[config.mk]
export PLATFORM = sky130hd
export DESIGN_NAME = sliding_window_launch_limiter
export DESIGN_NICKNAME = d
export VERILOG_FILES = /design/src/swll_pkg.sv /design/src/swll_ctrl.sv /design/src/swll_dp.sv /design/src/sliding_window_launch_limiter.sv
export SDC_FILE = /design/constraint.sdc
export NUM_CORES = 2
export LEC_CHECK = 0
export BUFFER_PORTS_ARGS = -buffer_cell sky130_fd_sc_hd__buf_2
export CAP_MARGIN = 20
export CORE_AREA = 2 2 528 530
export DETAILED_ROUTE_END_ITERATION = 6
export DIE_AREA = 0 0 530 532
export PLACE_DENSITY = 0.76
export SETUP_SLACK_MARGIN = 0.1
export SYNTH_ARGS = -nofsm -noshare
export SYNTH_HDL_FRONTEND = slang
export SYNTH_SLANG_ARGS = --single-unit
[constraint.sdc]
create_clock -name clk -period 9.6 [get_ports clk]
set_clock_uncertainty 0.15 [all_clocks]
set_input_delay 1.44 -clock clk [delete_from_list [all_inputs] [get_ports clk]]
set_output_delay 1.44 -clock clk [all_outputs]
set_load 0.01 [all_outputs]
[src/swll_pkg.sv]
`default_nettype none

package swll_pkg;

	// Number of launch stamps kept in the table.
	localparam int TABLE_DEPTH = 128;

	// Table index and fill count widths. The fill count must be able to hold
	// the depth itself.
	localparam int IDX_W = $clog2(TABLE_DEPTH);
	localparam int CNT_W = $clog2(TABLE_DEPTH + 1);

	// Width used to compare the count against 8-bit quantities.
	localparam int SAT_W = (CNT_W > 8) ? CNT_W : 8;

	localparam int TIME_W   = 32;
	localparam int WINDOW_W = 16;
	localparam int MAX_W    = 8;
	localparam int RCNT_W   = 8;

	// Configuration port.
	localparam int CFG_IDX_W  = 8;
	localparam int CFG_DATA_W = 16;
	localparam logic [CFG_IDX_W-1:0] CFG_WINDOW_LENGTH = CFG_IDX_W'(0);
	localparam logic [CFG_IDX_W-1:0] CFG_MAX_LAUNCHES  = CFG_IDX_W'(1);

	localparam logic [WINDOW_W-1:0] WINDOW_RESET = WINDOW_W'(180);
	localparam logic [MAX_W-1:0]    MAX_RESET    = MAX_W'(5);

	typedef enum logic [1:0] {
		ST_IDLE,
		ST_SCAN,
		ST_LAST,
		ST_FINISH
	} state_t;

	// Controller to datapath.
	typedef struct packed {
		logic start;   // capture the request and clear the accumulators
		logic issue;   // read the next table entry
		logic commit;  // decide, update the table and load the result
	} cmd_t;

	// Datapath to controller.
	typedef struct packed {
		logic last_addr;  // the entry being read now is the last one
		logic out_free;   // the result register can take a new result
	} sts_t;

endpackage

`default_nettype wire

[src/swll_ctrl.sv]
`default_nettype none

module swll_ctrl (
	input  wire logic          clk,
	input  wire logic          arst_n,
	input  wire logic          in_valid,
	output logic               in_ready,
	input  wire swll_pkg::sts_t sts,
	output swll_pkg::cmd_t     cmd
);
	import swll_pkg::*;

	state_t state_q;
	state_t state_nxt;

	always_ff @(posedge clk or negedge arst_n) begin
		if (!arst_n) begin
			state_q <= ST_IDLE;
		end else begin
			state_q <= state_nxt;
		end
	end

	always_comb begin
		state_nxt = state_q;
		unique case (state_q)
			ST_IDLE: begin
				if (in_valid) begin
					state_nxt = ST_SCAN;
				end
			end
			ST_SCAN: begin
				if (sts.last_addr) begin
					state_nxt = ST_LAST;
				end
			end
			ST_LAST: begin
				state_nxt = ST_FINISH;
			end
			ST_FINISH: begin
				if (sts.out_free) begin
					state_nxt = ST_IDLE;
				end
			end
			default: begin
				state_nxt = ST_IDLE;
			end
		endcase
	end

	always_comb begin
		in_ready   = 1'b0;
		cmd.start  = 1'b0;
		cmd.issue  = 1'b0;
		cmd.commit = 1'b0;
		unique case (state_q)
			ST_IDLE: begin
				in_ready  = 1'b1;
				cmd.start = in_valid;
			end
			ST_SCAN: begin
				cmd.issue = 1'b1;
			end
			ST_LAST: begin
			end
			ST_FINISH: begin
				cmd.commit = sts.out_free;
			end
			default: begin
			end
		endcase
	end

endmodule

`default_nettype wire

[src/swll_dp.sv]
`default_nettype none

module swll_dp (
	input  wire logic                             clk,
	input  wire logic                             arst_n,
	input  wire swll_pkg::cmd_t                   cmd,
	output swll_pkg::sts_t                        sts,
	input  wire logic [swll_pkg::TIME_W-1:0]      now_time,
	input  wire logic                             cfg_valid,
	input  wire logic [swll_pkg::CFG_IDX_W-1:0]   cfg_index,
	input  wire logic [swll_pkg::CFG_DATA_W-1:0]  cfg_data,
	output logic                                  out_valid,
	input  wire logic                             out_ready,
	output logic                                  granted,
	output logic [swll_pkg::RCNT_W-1:0]           recent_count
);
	import swll_pkg::*;

	logic [WINDOW_W-1:0] window_q;
	logic [MAX_W-1:0]    max_q;

	// Entries below the fill count are valid; entries fill strictly in order.
	logic [CNT_W-1:0]    fill_q;

	logic [TIME_W-1:0]   stamp_mem [TABLE_DEPTH];

	logic [TIME_W-1:0]   now_q;
	logic [IDX_W-1:0]    rd_addr_q;
	logic [TIME_W-1:0]   rd_data_s1;
	logic [IDX_W-1:0]    rd_idx_s1;
	logic                rd_vld_s1;

	logic [CNT_W-1:0]    count_q;
	logic [TIME_W-1:0]   min_stamp_q;
	logic [IDX_W-1:0]    min_idx_q;

	logic                out_valid_q;
	logic                granted_q;
	logic [RCNT_W-1:0]   recent_count_q;

	logic                entry_live;
	logic                in_window;
	logic                take_min;
	logic [SAT_W-1:0]    count_ext;
	logic                grant;
	logic [IDX_W-1:0]    victim;
	logic [RCNT_W-1:0]   count_sat;

	assign entry_live = CNT_W'(rd_idx_s1) < fill_q;
	assign in_window  = ({1'b0, rd_data_s1} + {{(TIME_W + 1 - WINDOW_W){1'b0}}, window_q})
		> {1'b0, now_q};
	assign take_min   = (rd_idx_s1 == '0) || (rd_data_s1 < min_stamp_q);

	assign count_ext  = SAT_W'(count_q);
	assign grant      = count_ext < SAT_W'(max_q);
	assign victim     = (fill_q < CNT_W'(TABLE_DEPTH)) ? fill_q[IDX_W-1:0] : min_idx_q;
	assign count_sat  = (count_ext > SAT_W'(255)) ? RCNT_W'(255) : count_ext[RCNT_W-1:0];

	assign sts.last_addr = rd_addr_q == IDX_W'(TABLE_DEPTH - 1);
	assign sts.out_free  = !out_valid_q || out_ready;

	always_ff @(posedge clk or negedge arst_n) begin
		if (!arst_n) begin
			window_q <= WINDOW_RESET;
			max_q    <= MAX_RESET;
		end else if (cfg_valid) begin
			if (cfg_index == CFG_WINDOW_LENGTH) begin
				window_q <= cfg_data[WINDOW_W-1:0];
			end else if (cfg_index == CFG_MAX_LAUNCHES) begin
				max_q <= cfg_data[MAX_W-1:0];
			end
		end
	end

	// Stamp table: one read or one write per cycle, read data registered.
	always_ff @(posedge clk) begin
		if (cmd.issue) begin
			rd_data_s1 <= stamp_mem[rd_addr_q];
		end
		if (cmd.commit && grant) begin
			stamp_mem[victim] <= now_q;
		end
	end

	always_ff @(posedge clk) begin
		rd_idx_s1 <= rd_addr_q;
		if (cmd.start) begin
			now_q <= now_time;
		end
	end

	always_ff @(posedge clk or negedge arst_n) begin
		if (!arst_n) begin
			fill_q      <= '0;
			rd_addr_q   <= '0;
			rd_vld_s1   <= 1'b0;
			count_q     <= '0;
			min_stamp_q <= '0;
			min_idx_q   <= '0;
		end else begin
			rd_vld_s1 <= cmd.issue;
			if (cmd.start) begin
				rd_addr_q <= '0;
				count_q   <= '0;
			end else if (cmd.issue) begin
				rd_addr_q <= rd_addr_q + IDX_W'(1);
			end
			if (rd_vld_s1) begin
				if (entry_live && in_window) begin
					count_q <= count_q + CNT_W'(1);
				end
				if (take_min) begin
					min_stamp_q <= rd_data_s1;
					min_idx_q   <= rd_idx_s1;
				end
			end
			if (cmd.commit && grant && (fill_q < CNT_W'(TABLE_DEPTH))) begin
				fill_q <= fill_q + CNT_W'(1);
			end
		end
	end

	always_ff @(posedge clk or negedge arst_n) begin
		if (!arst_n) begin
			out_valid_q <= 1'b0;
		end else if (cmd.commit) begin
			out_valid_q <= 1'b1;
		end else if (out_ready) begin
			out_valid_q <= 1'b0;
		end
	end

	always_ff @(posedge clk) begin
		if (cmd.commit) begin
			granted_q      <= grant;
			recent_count_q <= count_sat;
		end
	end

	assign out_valid    = out_valid_q;
	assign granted      = granted_q;
	assign recent_count = recent_count_q;

endmodule

`default_nettype wire

[src/sliding_window_launch_limiter.sv]
// Sliding-window launch limiter. Each transfer on the input channel is one
// launch request carrying the current time (now_time). The block keeps a table
// of recent launch stamps and counts those whose stamp plus window_length lies
// later than now_time, using a 33-bit sum that cannot wrap. If that count is
// below max_launches, the request is granted and the stamp is recorded: in
// the next unused entry while the table is filling, and once it is full over
// the lowest-index entry holding the oldest stamp. Every request gives exactly
// one result transfer with granted and recent_count, the count taken before
// the request, saturated at 255. Between its input transfer and its result a
// request goes through the walk over the stamp table (128 entries by default),
// which reads one entry per cycle through a single memory port, then a drain
// of the registered read, then a step that decides and writes back once the
// result register is free. The input is taken again in the cycle after the
// result is loaded; a result waiting at the output only holds the block when
// the next result is ready to be loaded. Configuration writes are always
// accepted (cfg_ready is tied high): index 0 sets window_length, index 1 sets
// max_launches, other indexes are ignored. Write them only while no request is
// in flight. After reset the table is empty and no clearing pass is needed.

`default_nettype none

module sliding_window_launch_limiter (
	input  wire logic                             clk,
	input  wire logic                             arst_n,
	input  wire logic                             in_valid,
	output logic                                  in_ready,
	input  wire logic [swll_pkg::TIME_W-1:0]      now_time,
	output logic                                  out_valid,
	input  wire logic                             out_ready,
	output logic                                  granted,
	output logic [swll_pkg::RCNT_W-1:0]           recent_count,
	input  wire logic                             cfg_valid,
	output logic                                  cfg_ready,
	input  wire logic [swll_pkg::CFG_IDX_W-1:0]   cfg_index,
	input  wire logic [swll_pkg::CFG_DATA_W-1:0]  cfg_data
);
	import swll_pkg::*;

	cmd_t cmd;
	sts_t sts;

	// Register writes never need to wait.
	assign cfg_ready = 1'b1;

	// The controller sequences one request at a time: capture, table walk,
	// drain of the last read, then decision and write-back.
	swll_ctrl u_ctrl (
		.clk      (clk),
		.arst_n   (arst_n),
		.in_valid (in_valid),
		.in_ready (in_ready),
		.sts      (sts),
		.cmd      (cmd)
	);

	// The datapath holds the configuration, the stamp table with its fill
	// count, the counting and oldest-entry search, and the result register.
	swll_dp u_dp (
		.clk          (clk),
		.arst_n       (arst_n),
		.cmd          (cmd),
		.sts          (sts),
		.now_time     (now_time),
		.cfg_valid    (cfg_valid),
		.cfg_index    (cfg_index),
		.cfg_data     (cfg_data),
		.out_valid    (out_valid),
		.out_ready    (out_ready),
		.granted      (granted),
		.recent_count (recent_count)
	);

endmodule

`default_nettype wire

==> impl_metrics.json <==
{
  "drt-initial-drc-count": 15398,
  "synthTopCellsByCount": "4,169 x sky130_fd_sc_hd__edfxtp_1, 1,312 x sky130_fd_sc_hd__mux4_2, 151 x sky130_fd_sc_hd__nor2_1, 141 x sky130_fd_sc_hd__clkbuf_1, 113 x sky130_fd_sc_hd__buf_2",
  "syn_area_um2": 165000,
  "critical_path.max_fanout": 8,
  "achievable-frequency_mhz": 176,
  "adder_cell_share_of_the_synthesized_area": 0.00764,
  "vias": 79224,
  "grt_max_degree": 163,
  "placeableCoreArea_um2": 276000,
  "top_level_ports": 73,
  "yosys.area_share.simple": 0.00851,
  "dpl_cell_area_um2": 171000,
  "maxSlewHeadroom": 0.154,
  "first_global_vias": 77701,
  "max-cap-violations": 0,
  "grt.overflow.total": 0,
  "avgSynthCellArea_um2": 24.3,
  "hold_violations": 0,
  "die-width_um": 530,
  "routedWlPerCell_um": 39.7,
  "cp_data_arrival_time_ns": 6.41,
  "power.density_cell_area_nw_per_um2": 283,
  "yosys_register_bits": 4266,
  "netlist_top_cells_area": "sky130_fd_sc_hd__edfxtp_1 76%, sky130_fd_sc_hd__mux4_2 18%, sky130_fd_sc_hd__dfrtp_1 1.3%",
  "period_share": 0.590,
  "yosysSeqAreaShare": 0.774,
  "type_of_the_tightest_min_delay_check": "primary input to asynchronous set/reset pin",
  "place.port_buffers": 71,
  "finalWorstPathRequiredPeriod_ns": 5.67,
  "track_usage": 0.316,
  "total_drc_errors_in_the_routed_layout": 5,
  "cts_root_buf": "sky130_fd_sc_hd__clkbuf_16",
  "place.detailed.hpwl_um": 245000,
  "critPathCaptureType": "flip-flop",
  "antenna_found_initial": 50,
  "n_fill_cell": 16086,
  "hold_ws_ns": 0.261,
  "placedCellCount": 10369,
  "finalSetupTns_ns": 0,
  "synthesis.instances": 6794,
  "peakVddDrop_mv": 0.222,
  "design.final.nets": 7241,
  "synth.distinct_cells": 63,
  "vias_per_cell": 7.11,
  "synth_enable_flop_cells": 4169,
  "cts_tree": "yes",
  "worstSkewPairLatency_ns": 0.97,
  "fin_total_pwr_mw": 52.3,
  "timing_worst_slew_pin_value_ns": 1.27,
  "drive_gt1_frac": 0.315,
  "routed_wirelength_um": 443000,
  "fp.dieArea_um2": 282000,
  "rsz0062_at_grt": "false",
  "critical_path.startpoint_type": "flip-flop",
  "p_leak_nw": 56.6,
  "grt_first_pass_wirelength_um": 614000,
  "synth_top_area_share": 0.760,
  "dominant_combinational_cell_family_by_area_after_synthesis": "multiplexers",
  "post_synth_mux_area_share": 0.188,
  "failed_checks": "design-rule violations",
  "number_of_nets_still_failing_antenna_checks_after_routing": 0,
  "finalSetupViolCount": 0,
  "clk_pin_slew_ns": 0.06,
  "flow.area_growth_from_synthesis_pct": 11.9,
  "initial_utilization": 0.598,
  "post_cts_resized": 0,
  "h_tree_level_count": 5,
  "yosys_warnings": 0,
  "synth_xor_area_frac": 0.00197,
  "result_of_the_run": "finished with violations",
  "final-instance-count-excl-fill": 11136,
  "path_class": "flip-flop to flip-flop",
  "number_of_buffers_created_by_cts": 408,
  "synth_ff_type": "sky130_fd_sc_hd__edfxtp_1",
  "synth-compound-area-share": 0.00877,
  "cts_setup_buffers": 0,
  "synthArstFlopShare": 0.0211,
  "cell_type_with_the_largest_total_area_after_synthesis": "sky130_fd_sc_hd__edfxtp_1",
  "tritoncts_num_sinks": 4266,
  "dieHeight_um": 532,
  "synth.most_common_cell": "sky130_fd_sc_hd__edfxtp_1",
  "globalplace.congestion": 0.984,
  "synth_nets": 6955,
  "finalInstanceArea_um2": 184000,
  "cts.path.max_buffers": 4,
  "cp_data_required_time_ns": 10.34,
  "timing_max_transition_violations_final": 0,
  "first_pass_iters": 7,
  "post_cts_hold_buffer_count": 0,
  "number_of_placement_rows": 193
}
[placed cells by master (no fill, tap or decap), types with 56 or more instances in the layout]
cell and instances:
sky130_fd_sc_hd__buf_2 70, sky130_fd_sc_hd__buf_4 109, sky130_fd_sc_hd__clkbuf_1 63, sky130_fd_sc_hd__clkbuf_16 412
sky130_fd_sc_hd__clkinv_1 83, sky130_fd_sc_hd__clkinv_2 76, sky130_fd_sc_hd__dfrtp_1 78, sky130_fd_sc_hd__edfxtp_1 4169
sky130_fd_sc_hd__ha_1 98, sky130_fd_sc_hd__inv_1 96, sky130_fd_sc_hd__mux2i_1 72, sky130_fd_sc_hd__mux4_2 1312
sky130_fd_sc_hd__nand2_1 56, sky130_fd_sc_hd__nor2_4 128
[routing by layer]
| metal | wire (um) | vias up | track usage |
|---|---|---|---|
| li1 | - | 29854 | - |
| met1 | 155000 | 41921 | 0.452 |
| met2 | 203000 | 6645 | 0.465 |
| met3 | 65900 | 794 | 0.101 |
| met4 | 19000 | 10 | 0.112 |
| met5 | 56 | - | 0 |
[worst paths after layout]
kind	from	to	slack, ns	cells after the start
worst max register to register	u_dp.rd_data_s1[7]	u_dp.count_ext[7]	3.93	18
worst min-delay path	arst_n	u_dp.max_q[1]	0.26	1
worst max-delay path	u_dp.rd_data_s1[7]	u_dp.count_ext[7]	3.93	18
max in group asynchronous	arst_n	u_dp.rd_addr_q[3]	7.65	2
min in group clk	u_dp.min_stamp_q[11]	u_dp.min_stamp_q[11]	0.34	1
worst min register to register	u_dp.min_stamp_q[11]	u_dp.min_stamp_q[11]	0.34	1
[flip-flops by register name, summed over array words and instances, names as in the netlist, 8 cells and up]
| register | cells |
|---|---|
| u_dp.min_stamp_q | 32 |
| u_dp.count_ext | 8 |
| u_dp.rd_data_s1 | 32 |
| u_dp.now_q | 32 |
| u_dp.fill_q | 8 |
| u_dp.window_q | 16 |
| u_dp.recent_count | 8 |
| u_dp.max_q | 8 |
| u_dp.stamp_mem | 4096 |
[cells by family after synthesis]
family	Yosys count
other cells	1
fa+ha+maj	100
flops	4266
simple gates	313
xor+xnor	37
compound gates	204
buf+inv	429
mux	1444
[power breakdown]
part | switching (mW) | total [mW] | internal [mW]
Sequential | 0.345 | 21.7 | 21.3
Clock | 7.19 | 16.6 | 9.39
Combinational | 8.41 | 14.0 | 5.64
Total | 15.9 | 52.3 | 36.3
[cell type report]
cell class,instances,area (um2),area share
clock inverter,263,3000,0.0163
multi-input combinational,2099,36400,0.197
sequential,4266,128000,0.692
antenna,14,35.0,0.000190
clock buffer,484,10700,0.0578
inverter,97,364,0.00197
tap,3705,4640,0.0251
timing repair buffer,208,1740,0.00945
[critical path: stages, from the launching register on]
cell and delay (ns):
sky130_fd_sc_hd__edfxtp_1 0.43, sky130_fd_sc_hd__ha_1 0.38, sky130_fd_sc_hd__inv_1 0.09, sky130_fd_sc_hd__or3_1 0.39, sky130_fd_sc_hd__o211a_1 0.26, sky130_fd_sc_hd__a31oi_1 0.21, sky130_fd_sc_hd__o21ai_0 0.19, sky130_fd_sc_hd__a21boi_1 0.59
sky130_fd_sc_hd__nand2_1 0.14, sky130_fd_sc_hd__xnor2_1 0.17, sky130_fd_sc_hd__ha_1 0.30, sky130_fd_sc_hd__nand4_1 0.13, sky130_fd_sc_hd__nor3_1 0.30, sky130_fd_sc_hd__nand4_1 0.17, sky130_fd_sc_hd__o32a_1 0.38, sky130_fd_sc_hd__o31a_1 0.11
sky130_fd_sc_hd__a41oi_2 0.56, sky130_fd_sc_hd__or2_1 0.41, sky130_fd_sc_hd__mux2i_1 0.23
[metrics by stage]
step,setup WS [ns],utilization
floorplan,4.92,-
global placement,3.94,0.619
detailed placement,4.01,0.619
CTS,3.98,0.668
global route,3.64,0.669
finish,3.93,0.669
No activity file was read; power rests on OpenSTA's default activity.
